## config.mk

```make
export PLATFORM = sky130hd
export DESIGN_NAME = pixel_replicate_scaler
export DESIGN_NICKNAME = d
export VERILOG_FILES = /design/src/pixrs_pkg.sv /design/src/pixrs_regs.sv /design/src/pixrs_ctrl.sv /design/src/pixrs_dp.sv /design/src/pixel_replicate_scaler.sv
export SDC_FILE = /design/constraint.sdc
export NUM_CORES = 1
export LEC_CHECK = 0
export ABC_AREA = 1
export BUFFER_PORTS_ARGS = -buffer_cell sky130_fd_sc_hd__buf_2
export CORE_UTILIZATION = 29
export DETAILED_ROUTE_END_ITERATION = 6
export GPL_TIMING_DRIVEN = 0
export HOLD_SLACK_MARGIN = 0.02
export PLACE_DENSITY = 0.45
export SYNTH_ARGS = -nofsm -noshare
export SYNTH_HDL_FRONTEND = slang
export SYNTH_SLANG_ARGS = --single-unit
```

## constraint.sdc

```tcl
create_clock -name clk -period 5.31 [get_ports clk]
set_clock_uncertainty 0.2 [all_clocks]
set_input_delay 1.593 -clock clk [delete_from_list [all_inputs] [get_ports clk]]
set_output_delay 1.593 -clock clk [all_outputs]
set_load 0.005 [all_outputs]
```

## src/pixrs_pkg.sv

```systemverilog
// ----------------------------------------------------------------------------
// pixrs_pkg
// Shared types and constants for the pixel replicate scaler.
// ----------------------------------------------------------------------------
package pixrs_pkg;

  localparam int FRAC_W     = 16;  // fraction bits of the scale factors
  localparam int ACC_W      = 30;  // position accumulators
  localparam int COORD_W    = 13;  // destination coordinates
  localparam int PIX_W      = 16;
  localparam int SCALE_W    = 20;
  localparam int SIZE_REG_W = 11;
  localparam int SZ_W       = 13;  // holds any effective size up to 4096
  localparam int RUN_W      = 4;   // run length 0..8
  localparam int OFS_W      = 3;   // offset inside a run 0..7
  localparam int APB_AW     = 4;
  localparam int APB_DW     = 32;

  localparam logic [SCALE_W-1:0] ONE_FIX_M1 = SCALE_W'((1 << FRAC_W) - 1);

  typedef enum logic [1:0] {
    REG_SOURCE_WIDTH  = 2'd0,
    REG_SOURCE_HEIGHT = 2'd1,
    REG_SCALE_X       = 2'd2,
    REG_SCALE_Y       = 2'd3
  } reg_idx_t;

  typedef struct packed {
    logic [SIZE_REG_W-1:0] source_width;
    logic [SIZE_REG_W-1:0] source_height;
    logic [SCALE_W-1:0]    scale_x;
    logic [SCALE_W-1:0]    scale_y;
  } cfg_t;

  typedef enum logic {
    ST_IDLE,
    ST_EMIT
  } state_t;

  typedef struct packed {
    logic load;  // take the item, latch run, advance counters
    logic step;  // move to the next write of the run
  } ctrl_cmd_t;

  typedef struct packed {
    logic run_zero;  // current config yields no writes
    logic last;      // offsets sit on the final write
  } dp_stat_t;

endpackage

```

## src/pixrs_regs.sv

```systemverilog
// ----------------------------------------------------------------------------
// pixrs_regs
// APB configuration registers: source size and scale factors.
// ----------------------------------------------------------------------------
module pixrs_regs (
  input  logic                             clk,
  input  logic                             rst,
  input  logic                             psel,
  input  logic                             penable,
  input  logic                             pwrite,
  input  logic [pixrs_pkg::APB_AW-1:0]     paddr,
  input  logic [pixrs_pkg::APB_DW-1:0]     pwdata,
  output logic [pixrs_pkg::APB_DW-1:0]     prdata,
  output logic                             pready,
  output pixrs_pkg::cfg_t                  cfg
);

  pixrs_pkg::reg_idx_t idx;
  logic                wr_en;

  assign idx    = pixrs_pkg::reg_idx_t'(paddr[3:2]);
  assign pready = 1'b1;
  assign wr_en  = psel & penable & pwrite;

  always_ff @(posedge clk) begin
    if (rst) begin
      cfg.source_width  <= pixrs_pkg::SIZE_REG_W'(1);
      cfg.source_height <= pixrs_pkg::SIZE_REG_W'(1);
      cfg.scale_x       <= pixrs_pkg::SCALE_W'(1 << pixrs_pkg::FRAC_W);
      cfg.scale_y       <= pixrs_pkg::SCALE_W'(1 << pixrs_pkg::FRAC_W);
    end else if (wr_en) begin
      unique case (idx)
        pixrs_pkg::REG_SOURCE_WIDTH:
          cfg.source_width  <= pwdata[pixrs_pkg::SIZE_REG_W-1:0];
        pixrs_pkg::REG_SOURCE_HEIGHT:
          cfg.source_height <= pwdata[pixrs_pkg::SIZE_REG_W-1:0];
        pixrs_pkg::REG_SCALE_X:
          cfg.scale_x       <= pwdata[pixrs_pkg::SCALE_W-1:0];
        pixrs_pkg::REG_SCALE_Y:
          cfg.scale_y       <= pwdata[pixrs_pkg::SCALE_W-1:0];
        default: ;
      endcase
    end
  end

  always_comb begin
    unique case (idx)
      pixrs_pkg::REG_SOURCE_WIDTH:  prdata = pixrs_pkg::APB_DW'(cfg.source_width);
      pixrs_pkg::REG_SOURCE_HEIGHT: prdata = pixrs_pkg::APB_DW'(cfg.source_height);
      pixrs_pkg::REG_SCALE_X:       prdata = pixrs_pkg::APB_DW'(cfg.scale_x);
      pixrs_pkg::REG_SCALE_Y:       prdata = pixrs_pkg::APB_DW'(cfg.scale_y);
      default:                      prdata = '0;
    endcase
  end

endmodule

```

## src/pixrs_ctrl.sv

```systemverilog
// ----------------------------------------------------------------------------
// pixrs_ctrl
// Controller: takes one item, then walks its run of writes.
// ----------------------------------------------------------------------------
module pixrs_ctrl (
  input  logic                  clk,
  input  logic                  rst,
  input  logic                  in_valid,
  output logic                  in_ready,
  output logic                  out_valid,
  input  logic                  out_ready,
  input  pixrs_pkg::dp_stat_t   stat,
  output pixrs_pkg::ctrl_cmd_t  cmd
);

  pixrs_pkg::state_t state, state_next;

  always_ff @(posedge clk) begin
    if (rst) begin
      state <= pixrs_pkg::ST_IDLE;
    end else begin
      state <= state_next;
    end
  end

  always_comb begin
    state_next = state;
    unique case (state)
      pixrs_pkg::ST_IDLE: begin
        if (in_valid && !stat.run_zero) state_next = pixrs_pkg::ST_EMIT;
      end
      pixrs_pkg::ST_EMIT: begin
        if (out_ready && stat.last) state_next = pixrs_pkg::ST_IDLE;
      end
      default: state_next = pixrs_pkg::ST_IDLE;
    endcase
  end

  always_comb begin
    in_ready  = 1'b0;
    out_valid = 1'b0;
    cmd       = '0;
    unique case (state)
      pixrs_pkg::ST_IDLE: begin
        in_ready = 1'b1;
        cmd.load = in_valid;
      end
      pixrs_pkg::ST_EMIT: begin
        out_valid = 1'b1;
        cmd.step  = out_ready && !stat.last;
      end
      default: ;
    endcase
  end

endmodule

```

## src/pixrs_dp.sv

```systemverilog
// ----------------------------------------------------------------------------
// pixrs_dp
// Datapath: position counters, accumulators and run offsets.
// ----------------------------------------------------------------------------
module pixrs_dp #(
  parameter int MAX_DIM    = 1024,
  parameter int MAX_FACTOR = 8
) (
  input  logic                             clk,
  input  logic                             rst,
  input  pixrs_pkg::cfg_t                  cfg,
  input  pixrs_pkg::ctrl_cmd_t             cmd,
  output pixrs_pkg::dp_stat_t              stat,
  input  logic [pixrs_pkg::PIX_W-1:0]      src_pixel,
  output logic [pixrs_pkg::COORD_W-1:0]    dest_x,
  output logic [pixrs_pkg::COORD_W-1:0]    dest_y,
  output logic [pixrs_pkg::PIX_W-1:0]      pixel_out
);

  localparam int CNT_W = $clog2(MAX_DIM);
  localparam logic [pixrs_pkg::SZ_W-1:0]    DIM_LIM   = pixrs_pkg::SZ_W'(MAX_DIM);
  localparam logic [pixrs_pkg::SCALE_W-1:0] SCALE_LIM =
    pixrs_pkg::SCALE_W'(MAX_FACTOR * (1 << pixrs_pkg::FRAC_W));

  function automatic logic [pixrs_pkg::SZ_W-1:0] eff_size(
    input logic [pixrs_pkg::SIZE_REG_W-1:0] v
  );
    logic [pixrs_pkg::SZ_W-1:0] ve;
    ve = pixrs_pkg::SZ_W'(v);
    if (ve == '0) return pixrs_pkg::SZ_W'(1);
    if (ve > DIM_LIM) return DIM_LIM;
    return ve;
  endfunction

  logic [CNT_W-1:0]              column_count, row_count;
  logic [pixrs_pkg::ACC_W-1:0]   x_accumulator, y_accumulator;

  logic [pixrs_pkg::SCALE_W-1:0] sx, sy, sx_up, sy_up;
  logic [pixrs_pkg::RUN_W-1:0]   run_x, run_y;
  logic [pixrs_pkg::SZ_W-1:0]    w_eff, h_eff, col_inc, row_inc;

  // per-item payload
  logic [pixrs_pkg::COORD_W-1:0] base_x, base_y;
  logic [pixrs_pkg::OFS_W-1:0]   run_x_m1, run_y_m1, ox, oy;
  logic [pixrs_pkg::PIX_W-1:0]   pix;

  always_comb begin
    sx      = (cfg.scale_x > SCALE_LIM) ? SCALE_LIM : cfg.scale_x;
    sy      = (cfg.scale_y > SCALE_LIM) ? SCALE_LIM : cfg.scale_y;
    // ceil of the factor; sums stay below 2^20
    sx_up   = sx + pixrs_pkg::ONE_FIX_M1;
    sy_up   = sy + pixrs_pkg::ONE_FIX_M1;
    run_x   = sx_up[pixrs_pkg::SCALE_W-1:pixrs_pkg::FRAC_W];
    run_y   = sy_up[pixrs_pkg::SCALE_W-1:pixrs_pkg::FRAC_W];
    w_eff   = eff_size(cfg.source_width);
    h_eff   = eff_size(cfg.source_height);
    col_inc = pixrs_pkg::SZ_W'(column_count) + pixrs_pkg::SZ_W'(1);
    row_inc = pixrs_pkg::SZ_W'(row_count) + pixrs_pkg::SZ_W'(1);
  end

  assign stat.run_zero = (run_x == '0) || (run_y == '0);
  assign stat.last     = (ox == run_x_m1) && (oy == run_y_m1);

  // raster position and running products
  always_ff @(posedge clk) begin
    if (rst) begin
      column_count  <= '0;
      row_count     <= '0;
      x_accumulator <= '0;
      y_accumulator <= '0;
    end else if (cmd.load) begin
      if (col_inc >= w_eff) begin
        column_count  <= '0;
        x_accumulator <= '0;
        if (row_inc >= h_eff) begin
          row_count     <= '0;
          y_accumulator <= '0;
        end else begin
          row_count     <= row_inc[CNT_W-1:0];
          y_accumulator <= y_accumulator + pixrs_pkg::ACC_W'(sy);
        end
      end else begin
        column_count  <= col_inc[CNT_W-1:0];
        x_accumulator <= x_accumulator + pixrs_pkg::ACC_W'(sx);
      end
    end
  end

  always_ff @(posedge clk) begin
    if (cmd.load) begin
      pix      <= src_pixel;
      base_x   <= x_accumulator[pixrs_pkg::FRAC_W +: pixrs_pkg::COORD_W];
      base_y   <= y_accumulator[pixrs_pkg::FRAC_W +: pixrs_pkg::COORD_W];
      run_x_m1 <= pixrs_pkg::OFS_W'(run_x - pixrs_pkg::RUN_W'(1));
      run_y_m1 <= pixrs_pkg::OFS_W'(run_y - pixrs_pkg::RUN_W'(1));
      ox       <= '0;
      oy       <= '0;
    end else if (cmd.step) begin
      if (ox == run_x_m1) begin
        ox <= '0;
        oy <= oy + pixrs_pkg::OFS_W'(1);
      end else begin
        ox <= ox + pixrs_pkg::OFS_W'(1);
      end
    end
  end

  assign dest_x    = base_x + pixrs_pkg::COORD_W'(ox);
  assign dest_y    = base_y + pixrs_pkg::COORD_W'(oy);
  assign pixel_out = pix;

endmodule

```

## src/pixel_replicate_scaler.sv

```systemverilog
// ----------------------------------------------------------------------------
// pixel_replicate_scaler
// The first write is valid in the cycle after the item is taken. Each item
// gives ceil(scale_x)*ceil(scale_y) writes (none for a zero factor), emitted
// one per cycle while m_axis_tready is high; no item is taken until the run ends.
// Reset: synchronous; counters, accumulators and controller cleared,
// registers back to 1 x 1 source and unity factors.
// ----------------------------------------------------------------------------
module pixel_replicate_scaler #(
  parameter int MAX_DIM    = 1024,
  parameter int MAX_FACTOR = 8
) (
  input  logic                          clk,
  input  logic                          rst,
  // APB configuration
  input  logic                          psel,
  input  logic                          penable,
  input  logic                          pwrite,
  input  logic [pixrs_pkg::APB_AW-1:0]  paddr,
  input  logic [pixrs_pkg::APB_DW-1:0]  pwdata,
  output logic [pixrs_pkg::APB_DW-1:0]  prdata,
  output logic                          pready,
  // source pixels
  input  logic                          s_axis_tvalid,
  output logic                          s_axis_tready,
  input  logic [15:0]                   s_axis_tdata,   // src_pixel[15:0]
  // destination writes
  output logic                          m_axis_tvalid,
  input  logic                          m_axis_tready,
  output logic [47:0]                   m_axis_tdata,   // dest_x[12:0], dest_y[25:13],
                                                        // pixel_out[41:26], zero pad
  output logic                          m_axis_tlast    // last_of_run
);

  pixrs_pkg::cfg_t       cfg;
  pixrs_pkg::ctrl_cmd_t  cmd;
  pixrs_pkg::dp_stat_t   stat;

  logic [pixrs_pkg::COORD_W-1:0] dest_x, dest_y;
  logic [pixrs_pkg::PIX_W-1:0]   pixel_out;

  pixrs_regs u_regs (
    .clk     (clk),
    .rst     (rst),
    .psel    (psel),
    .penable (penable),
    .pwrite  (pwrite),
    .paddr   (paddr),
    .pwdata  (pwdata),
    .prdata  (prdata),
    .pready  (pready),
    .cfg     (cfg)
  );

  pixrs_ctrl u_ctrl (
    .clk       (clk),
    .rst       (rst),
    .in_valid  (s_axis_tvalid),
    .in_ready  (s_axis_tready),
    .out_valid (m_axis_tvalid),
    .out_ready (m_axis_tready),
    .stat      (stat),
    .cmd       (cmd)
  );

  pixrs_dp #(
    .MAX_DIM    (MAX_DIM),
    .MAX_FACTOR (MAX_FACTOR)
  ) u_dp (
    .clk       (clk),
    .rst       (rst),
    .cfg       (cfg),
    .cmd       (cmd),
    .stat      (stat),
    .src_pixel (s_axis_tdata),
    .dest_x    (dest_x),
    .dest_y    (dest_y),
    .pixel_out (pixel_out)
  );

  assign m_axis_tdata = {6'd0, pixel_out, dest_y, dest_x};
  assign m_axis_tlast = stat.last;

endmodule

```

==> flow_metrics.py, run 1 <==
metrics = {
    "logic_synthesis": {
        "synth_area_um2": 11500,
        "seq_area_frac_synth": 0.382,
        "yosysWarnings": 0,
        "synth_area_leader_cell": "dfxtp_1",
        "yosys_register_bits": 195,
        "syn_inst": 1497,
        "syn_avg_cell_area_um2": 7.67,
        "yosys-top-cells-count": "280 x nand2_1, 180 x nor2_1, 152 x a21oi_1",
        "netlist.area_leader.share": 0.256,
        "async_flop_share": 0,
        "ys.flop_type": "dfxtp_1",
        "synth_edf_count": 48,
        "synth_area_leaders": "dfxtp_1 26%, edfxtp_1 13%, nand2_1 9.2%, ha_1 8.1%, a21oi_1 6.6%",
        "synthDistinctLibCells": 51,
        "synth.most_common_cell": "nand2_1",
    },
    "detailed_routing": {
        "drc": 0,
        "routedWlPerCell_um": 15.4,
        "drt-total-wl_mm": 33.4,
        "dr.pass1.iters": 5,
        "detail-route-antenna-nets": 0,
        "drt_iter0_markers": 678,
        "vias_per_cell": 4.76,
        "via_count": 10300,
    },
    "layout": {
        "fin_area_um2": 13300,
        "postLayoutCoreUtil": 0.343,
        "fin_cells": 2173,
        "final_layout_size_suffix_gt1_frac": 0.124,
        "fin_nets": 1778,
        "area_growth_pct": 16.1,
        "fillers": 4240,
    },
    "timing": {
        "layout_min_cycle_time_ns": 4.93,
        "tns_ns": 0,
        "setup_viol": 0,
        "fmax_ghz": 0.203,
        "relSlewSlack": 0.194,
        "timing.hold.ws_ns": 0.238,
        "report.final.hold_viol_count": 0,
        "slew_viol_final": 0,
        "fin_crit_sh": 0.929,
        "rsz0062_at_grt": "false",
        "tightest_slew_ns": 1.21,
    },
    "clock_network": {
        "clk-insertion-delay-late_ns": 0.45,
        "clkTransAtPathRegs_ns": 0.07,
        "cts_tree": "yes",
        "cts_max_path_buffers": 2,
        "hold_buffers": 0,
        "cts_sinks": 195,
        "htree_levels": 4,
        "cts_made_buffers": 17,
        "cts_resized": 0,
        "post_cts_buffers": 0,
        "root_buffer": "clkbuf_16",
    },
    "global_routing": {
        "grt-ovfl-total": 0,
        "use_met2": 0.259,
        "grt_max_degree": 58,
        "antenna_found_initial": 0,
        "met1_usage": 0.241,
        "grt_pass1_wl_mm": 53.4,
        "top_usage_layer": "met2",
        "grt_pass1_vias": 10000,
        "grt_usage": 0.168,
        "gr-usage-met3": 0.0318,
    },
    "die": {
        "dieArea_um2": 40400,
        "core_area_um2": 38800,
        "fp.dieH_um": 201,
        "fp.dieW_um": 201,
        "start_util": 0.296,
        "io_pins": 143,
        "num_rows": 72,
    },
    "power": {
        "pwr-share-seq": 0.475,
        "sw_frac_of_total": 0.276,
        "power.density_nw_per_um2": 258,
        "ir_drop_mv": 0.214,
        "power.leakage_nw": 5.59,
        "p_int_mw": 2.48,
        "power_switching_mw": 0.948,
        "p_clk_frac": 0.391,
        "pwr-share-comb": 0.135,
    },
    "run_status": {
        "status": "finished clean",
    },
    "worst_setup_path": {
        "crit_fanout": 10,
        "cp.required_ns": 3.52,
        "cp_data_arrival_time_ns": 3.14,
        "start_kind": "input port",
        "end_kind": "primary output",
        "crit_type": "input port to primary output",
    },
    "worst_hold_path": {
        "hp-class": "flip-flop to flip-flop",
    },
    "placed_design": {
        "gp_routability_congestion": 0.939,
        "place_hpwl_mm": 26.5,
        "dp.cells": 2140,
        "io_buffers": 108,
        "place_area_um2": 12700,
    },
    "run": {
        "cap_violations": 0,
    },
}
[metrics by stage]
stage,setup slack (ns),total power [mW]
4_1_cts,0.496,3.49
5_1_grt,0.220,3.60
6_report,0.377,3.43
3_3_place_gp,0.503,2.13
2_1_floorplan,1.12,1.94
3_5_place_dp,0.502,2.13
[worst max-delay path, cell delays in order]
cell and delay, ns:
buf_2 0.15, inv_1 0.06, nor2_2 0.28, inv_1 0.13
clkbuf_1 0.27, o22ai_1 0.46, buf_2 0.21
[layout make-up]
class | count | area [um2] | share of cell area
clock buffers | 22 | 465 | 0.0349
plain buffers | 59 | 315 | 0.0237
flip-flops and latches | 195 | 4380 | 0.329
inverters | 153 | 574 | 0.0431
diodes | 1 | 2.50 | 0.000188
multi-input cells | 1107 | 6270 | 0.471
clock inverters | 10 | 124 | 0.00929
repair buffers | 108 | 541 | 0.0406
well taps | 518 | 648 | 0.0486
[flip-flops by register name, indices dropped and copies added (netlist names), 3 cells and up]
| name | count |
|---|---|
| u_regs.cfg | 62 |
| u_dp.x_accumulator | 29 |
| u_dp.y_accumulator | 29 |
| u_dp.pixel_out | 16 |
| u_dp.base_x | 13 |
| u_dp.base_y | 13 |
| u_dp.column_count | 10 |
| u_dp.row_count | 10 |
| u_dp.ox | 3 |
| u_dp.oy | 3 |
| u_dp.run_x_m1 | 3 |
| u_dp.run_y_m1 | 3 |
[placed cells by master (no fill, tap or decap), types with 19 or more instances in the layout]
cell / netlist / layout
conb_1: 2 / 19
ha_1: 74 / 74
buf_4: 19 / 19
xor2_1: 44 / 44
dfxtp_1: 147 / 147
a21oi_1: 152 / 152
clkbuf_1: 31 / 35
inv_1: 147 / 147
nand2_1: 280 / 280
nand4_1: 29 / 29
edfxtp_1: 48 / 48
nand3_1: 48 / 48
xnor2_1: 36 / 36
o21ai_0: 99 / 99
nor2_1: 180 / 180
buf_2: 6 / 114
[kinds of logic (layout without fill, tap and decap cells)]
group / after synthesis / after routing / share of synthesized area
AO/OA/AOI/OAI: 347 / 347 / 0.176
XOR/XNOR: 81 / 81 / 0.0630
AND/OR/NAND/NOR: 582 / 582 / 0.213
buffers and inverters: 212 / 352 / 0.0775
flip-flops: 195 / 195 / 0.382
other: 2 / 20 / 0.000654
adder cells (fa/ha/maj): 78 / 78 / 0.0876
[worst paths after layout]
kind / from / slack [ns] / to / depth (start not counted)
hold reg to reg: u_dp.x_accumulator[24] / 0.24 / u_dp.base_x[8] / 0
setup / recovery: paddr[3] / 0.38 / prdata[11] / 7
setup reg to reg: u_regs.cfg[2] / 1.34 / u_dp.y_accumulator[28] / 22
hold / removal: u_dp.x_accumulator[24] / 0.24 / u_dp.base_x[8] / 0
[power by group through the flow]
stage | combinational [mW] | clock, mW | sequential [mW]
floorplan | 0.289 | 0 | 1.65
detailed placement | 0.464 | 0 | 1.66
global placement | 0.464 | 0 | 1.66
finish | 0.462 | 1.34 | 1.63
CTS | 0.468 | 1.39 | 1.63
global route | 0.519 | 1.45 | 1.64
[metal layers]
metal / vias up / routed length, um
li1: 5306 / -
met1: 4742 / 16800
met2: 266 / 14200
met3: 21 / 2060
met4: 0 / 361
met5: - / 0
(Power assumes the default switching activity.)
==> run 2, diff against run 1 <==
- BUFFER_PORTS_ARGS: -buffer_cell sky130_fd_sc_hd__buf_2 -> default
- DONT_BUFFER_PORTS: default -> 1
- PLACE_DENSITY: 0.45 -> 0.42
==> flow_metrics.py, run 2 (synthesis results as in run 1) <==
metrics = {
    "run_status": {
        "status": "finished clean",
    },
    "layout": {
        "largest_register_ffs": 62,
        "multi_input_area_um2": 6270,
        "seqCellArea_um2": 4380,
        "reg.largest.list": "u_regs.cfg: 62 flops, u_dp.x_accumulator: 29 flops, u_dp.y_accumulator: 29 flops",
        "fin_nets": 1670,
        "fillers": 4193,
        "area_growth_pct": 11.3,
        "layout_commonest_cell": "nand2_1",
        "top_register": "u_regs.cfg",
        "final_cell_mix": "280 x nand2_1, 180 x nor2_1, 152 x a21oi_1",
        "final_layout_size_suffix_gt1_frac": 0.0640,
    },
    "timing": {
        "fin_crit_sh": 0.874,
        "report.final.hold_viol_count": 0,
        "setup_viol": 0,
        "layout_min_cycle_time_ns": 4.64,
        "fmax_ghz": 0.216,
        "tightest_slew_ns": 1.22,
        "slew_viol_final": 0,
        "relSlewSlack": 0.186,
        "rsz0062_at_grt": "false",
        "tns_ns": 0,
    },
    "worst_setup_path": {
        "slowest_delay_ns": 0.46,
        "reg2reg_depth": 22,
        "start_kind": "flip-flop",
        "cp_data_arrival_time_ns": 2.85,
        "crit_fanout": 5,
        "cp.required_ns": 3.52,
        "crit_type": "flip-flop to primary output",
        "path_buf_inv": 1,
        "end_kind": "primary output",
        "critPathTopFamily": "simple AND/OR/NAND/NOR gates",
        "crit_top_cell": "nand4_1",
        "slowest_stage": "nor4_1",
        "cp_num_cells": 8,
        "crit_chain": "ha_1, inv_1, fa_1, o21bai_1, nand4_1, nor4_1, nand4_1, xnor2_1",
    },
    "clock_network": {
        "hold_buffers": 0,
        "cts_made_buffers": 17,
        "root_buffer": "clkbuf_16",
        "htree_levels": 4,
        "cts_tree": "yes",
        "cts_resized": 0,
        "clkTransAtPathRegs_ns": 0.07,
        "cts_sinks": 195,
        "post_cts_buffers": 0,
        "clk-insertion-delay-late_ns": 0.46,
        "cts_max_path_buffers": 2,
    },
    "detailed_routing": {
        "detail-route-antenna-nets": 0,
        "via_count": 10000,
        "drc": 0,
        "routedWlPerCell_um": 16.4,
        "drt_iter0_markers": 610,
        "dr.pass1.iters": 5,
        "drt-total-wl_mm": 33.8,
        "vias_per_cell": 4.84,
    },
    "global_routing": {
        "grt_max_degree": 58,
        "grt_pass1_wl_mm": 53.2,
        "grt_pass1_vias": 9611,
        "antenna_found_initial": 1,
        "grt_usage": 0.170,
        "grt-ovfl-total": 0,
    },
    "die": {
        "dieArea_um2": 40400,
        "start_util": 0.296,
        "core_area_um2": 38800,
        "fp.dieW_um": 201,
        "fp.dieH_um": 201,
        "io_pins": 143,
        "num_rows": 72,
    },
    "placed_design": {
        "gp_routability_congestion": 0.863,
        "place_hpwl_mm": 26.8,
        "io_buffers": 0,
    },
    "worst_hold_path": {
        "hp-class": "flip-flop to flip-flop",
        "hold_depth": 0,
    },
    "power": {
        "p_int_mw": 2.42,
        "power.leakage_nw": 5.13,
        "pwr-share-comb": 0.118,
        "power_switching_mw": 0.955,
        "power_mw": 3.38,
        "pwr-share-seq": 0.483,
        "p_clk_frac": 0.399,
        "sw_frac_of_total": 0.283,
        "ir_drop_mv": 0.231,
        "power.density_nw_per_um2": 264,
    },
    "run": {
        "cap_violations": 0,
    },
}
==> run 2: power by group through the flow <==
stage	logic, mW	clock network (mW)	registers [mW]
2_1_floorplan	0.289	0	1.65
3_3_place_gp	0.403	0	1.67
3_5_place_dp	0.402	0	1.67
4_1_cts	0.405	1.40	1.63
5_1_grt	0.453	1.44	1.64
6_report	0.400	1.35	1.63
==> run 2: routing by layer <==
layer	share of wire	routed length, um	vias to the layer above	GRT usage
met3	0.074	2520	13	0.0521
li1	-	-	5092	-
met1	0.50	16700	4675	0.235
met5	0	0	-	0
met4	0.0065	219	0	0.0335
met2	0.42	14300	225	0.259
==> run 2: final cells by class <==
class | instances | share of cell area
Antenna cell | 2 | 0.000392
Sequential cell | 195 | 0.343
Inverter | 153 | 0.0449
Buffer | 59 | 0.0247
Clock buffer | 19 | 0.0339
Multi-Input combinational cell | 1107 | 0.491
Clock inverter | 13 | 0.0115
Tap cell | 518 | 0.0507
==> run 2: path summary, 6_finish.rpt <==
kind                           from  slack [ns]                      to
min          u_dp.x_accumulator[24]        0.24          u_dp.base_x[8]
max reg2reg           u_regs.cfg[1]        1.32  u_dp.y_accumulator[28]
min reg2reg  u_dp.x_accumulator[24]        0.24          u_dp.base_x[8]
max                      u_dp.oy[0]        0.67        m_axis_tdata[25]
==> run 2: stage by stage <==
stage	std cells	hold slack, ns	utilization	setup slack (ns)	cell area (um2)
5_1_grt	2064	0.262	0.329	0.392	12800
6_report	2066	0.241	0.329	0.670	12800
4_1_cts	2064	0.246	0.329	0.600	12800
3_5_place_dp	2032	0.227	0.314	0.757	12200
3_3_place_gp	2032	0.216	0.314	0.750	12200
2_1_floorplan	1514	0.208	-	1.12	11500
==> run 3, diff against run 2 <==
- SYNTH_HIERARCHICAL: default -> 1
==> flow_metrics.py, run 3 <==
metrics = {
    "run_status": {
        "status": "finished clean",
    },
    "layout": {
        "fin_nets": 1826,
        "reg.largest.list": "u_regs/cfg: 62 flops, u_dp/x_accumulator: 29 flops, u_dp/y_accumulator: 29 flops",
        "fin_area_um2": 13400,
        "n_antenna_cell": 0,
        "layout_commonest_cell": "nand2_1",
        "fillers": 4435,
        "area_growth_pct": 11.5,
        "postLayoutCoreUtil": 0.328,
        "top_register": "u_regs/cfg",
        "final_layout_size_suffix_gt1_frac": 0.0740,
        "largest_register_ffs": 62,
        "final_cell_mix": "359 x nand2_1, 262 x nor2_1, 180 x inv_1",
        "fin_cells": 2235,
    },
    "power": {
        "ir_drop_mv": 0.218,
        "sw_frac_of_total": 0.289,
        "p_clk_frac": 0.397,
        "power_switching_mw": 1.05,
        "power_mw": 3.63,
        "pwr-share-seq": 0.457,
        "power.leakage_nw": 5.75,
        "p_int_mw": 2.58,
        "pwr-share-comb": 0.146,
        "power.density_nw_per_um2": 272,
    },
    "die": {
        "fp.dieW_um": 205,
        "start_util": 0.294,
        "fp.dieH_um": 205,
        "core_area_um2": 40800,
        "num_rows": 74,
        "io_pins": 143,
        "dieArea_um2": 42200,
    },
    "logic_synthesis": {
        "synthDistinctLibCells": 55,
        "synth_area_um2": 12000,
        "syn_inst": 1654,
        "synth_edf_count": 48,
        "synth.most_common_cell": "nand2_1",
        "seq_area_frac_synth": 0.366,
        "yosys-top-cells-count": "359 x nand2_1, 263 x nor2_1, 180 x inv_1",
        "async_flop_share": 0,
        "ys.flop_type": "dfxtp_1",
        "syn_avg_cell_area_um2": 7.25,
        "yosysWarnings": 6,
        "synth_area_leader_cell": "dfxtp_1",
        "synth_area_leaders": "dfxtp_1 25%, edfxtp_1 12%, nand2_1 11%, nor2_1 8.2%, ha_1 7.6%",
        "yosys_register_bits": 195,
        "netlist.area_leader.share": 0.245,
    },
    "detailed_routing": {
        "vias_per_cell": 4.76,
        "dr.pass1.iters": 5,
        "drt-total-wl_mm": 36.2,
        "drc": 0,
        "detail-route-antenna-nets": 0,
        "via_count": 10600,
        "routedWlPerCell_um": 16.2,
        "drt_iter0_markers": 648,
    },
    "timing": {
        "rsz0062_at_grt": "false",
        "tightest_slew_ns": 0.826,
        "report.final.hold_viol_count": 0,
        "slew_viol_final": 0,
        "tns_ns": 0,
        "timing.hold.ws_ns": 0.234,
        "fin_crit_sh": 0.835,
        "relSlewSlack": 0.449,
        "layout_min_cycle_time_ns": 4.43,
        "fmax_ghz": 0.226,
        "setup_viol": 0,
        "timing.final.ws_setup_ns": 0.878,
    },
    "worst_setup_path": {
        "crit_chain": "inv_1, nor2_1, buf_4, buf_4, nand2_1, nand4_1",
        "crit_type": "input port to primary output",
        "crit_fanout": 10,
        "slowest_stage": "nor2_1",
        "crit_top_cell": "buf_4",
        "start_kind": "input port",
        "slowest_delay_ns": 0.26,
        "cp.required_ns": 3.52,
        "end_kind": "primary output",
        "cp_data_arrival_time_ns": 2.64,
    },
    "global_routing": {
        "top_usage_layer": "met2",
        "use_met2": 0.266,
        "grt_max_degree": 26,
        "antenna_found_initial": 0,
        "met1_usage": 0.249,
        "grt-ovfl-total": 0,
        "grt_pass1_vias": 10200,
        "grt_pass1_wl_mm": 56.9,
        "gr-usage-met3": 0.0451,
        "grt_usage": 0.176,
    },
    "run": {
        "cap_violations": 0,
    },
    "clock_network": {
        "cts_resized": 0,
        "clkTransAtPathRegs_ns": 0.07,
        "cts_sinks": 195,
        "clk-insertion-delay-late_ns": 0.46,
        "hold_buffers": 0,
        "root_buffer": "clkbuf_16",
        "post_cts_buffers": 0,
        "cts_tree": "yes",
        "cts_made_buffers": 17,
        "htree_levels": 4,
        "cts_max_path_buffers": 2,
    },
    "worst_hold_path": {
        "hp-class": "flip-flop to flip-flop",
    },
    "placed_design": {
        "gp_routability_congestion": 0.944,
        "dp.cells": 2203,
        "pre_cts_ws_ns": 0.927,
        "place_area_um2": 12700,
        "io_buffers": 0,
        "place_hpwl_mm": 28.5,
    },
}
run 3: per-layer routing:
layer | wire, um | vias up
li1 | - | 5450
met4 | 484 | 0
met2 | 15100 | 263
met5 | 0 | -
met3 | 2290 | 26
met1 | 18300 | 4894
run 3: path summary, 6_finish.rpt:
check,from,endpoint,slack (ns),depth (start not counted)
setup / recovery,paddr[3],prdata[8],0.88,6
hold / removal,u_dp/y_accumulator[28],u_dp/base_y[12],0.23,0
setup reg to reg,u_regs/cfg[16],u_dp/y_accumulator[21],1.27,18
hold reg to reg,u_dp/y_accumulator[28],u_dp/base_y[12],0.23,0
run 3: power by group through the flow:
| stage | combinational (mW) | sequential, mW | clock [mW] |
|---|---|---|---|
| 2_1_floorplan | 0.381 | 1.68 | 0 |
| 3_3_place_gp | 0.524 | 1.70 | 0 |
| 3_5_place_dp | 0.532 | 1.70 | 0 |
| 4_1_cts | 0.534 | 1.66 | 1.49 |
| 5_1_grt | 0.595 | 1.67 | 1.55 |
| 6_report | 0.531 | 1.66 | 1.44 |
run 3: cell type report:
class,count,area [um2],area share
buffer,69,408,0.0305
clock buffer,19,433,0.0324
clock inverter,13,198,0.0148
inverter,188,706,0.0528
multi-input combinational,1218,6560,0.491
sequential,195,4380,0.328
tap,532,666,0.0498
timing repair buffer,1,20.0,0.00150
run 3: cell families after synthesis:
family / after synthesis / share of synthesized area
AOI/OAI and AO/OA: 211 / 0.103
xor gates and xnor gates: 76 / 0.0578
adders and majority gates: 77 / 0.0828
buffers and inverters: 257 / 0.0929
DFF: 195 / 0.366
other: 3 / 0.000939
and+or+nand+nor: 835 / 0.297
run 3: critical path: cells and delay by family:
| kind | cells | cell delay (ns) |
|---|---|---|
| AND/OR/NAND/NOR | 3 | 0.57 |
| buffers and inverters | 3 | 0.47 |
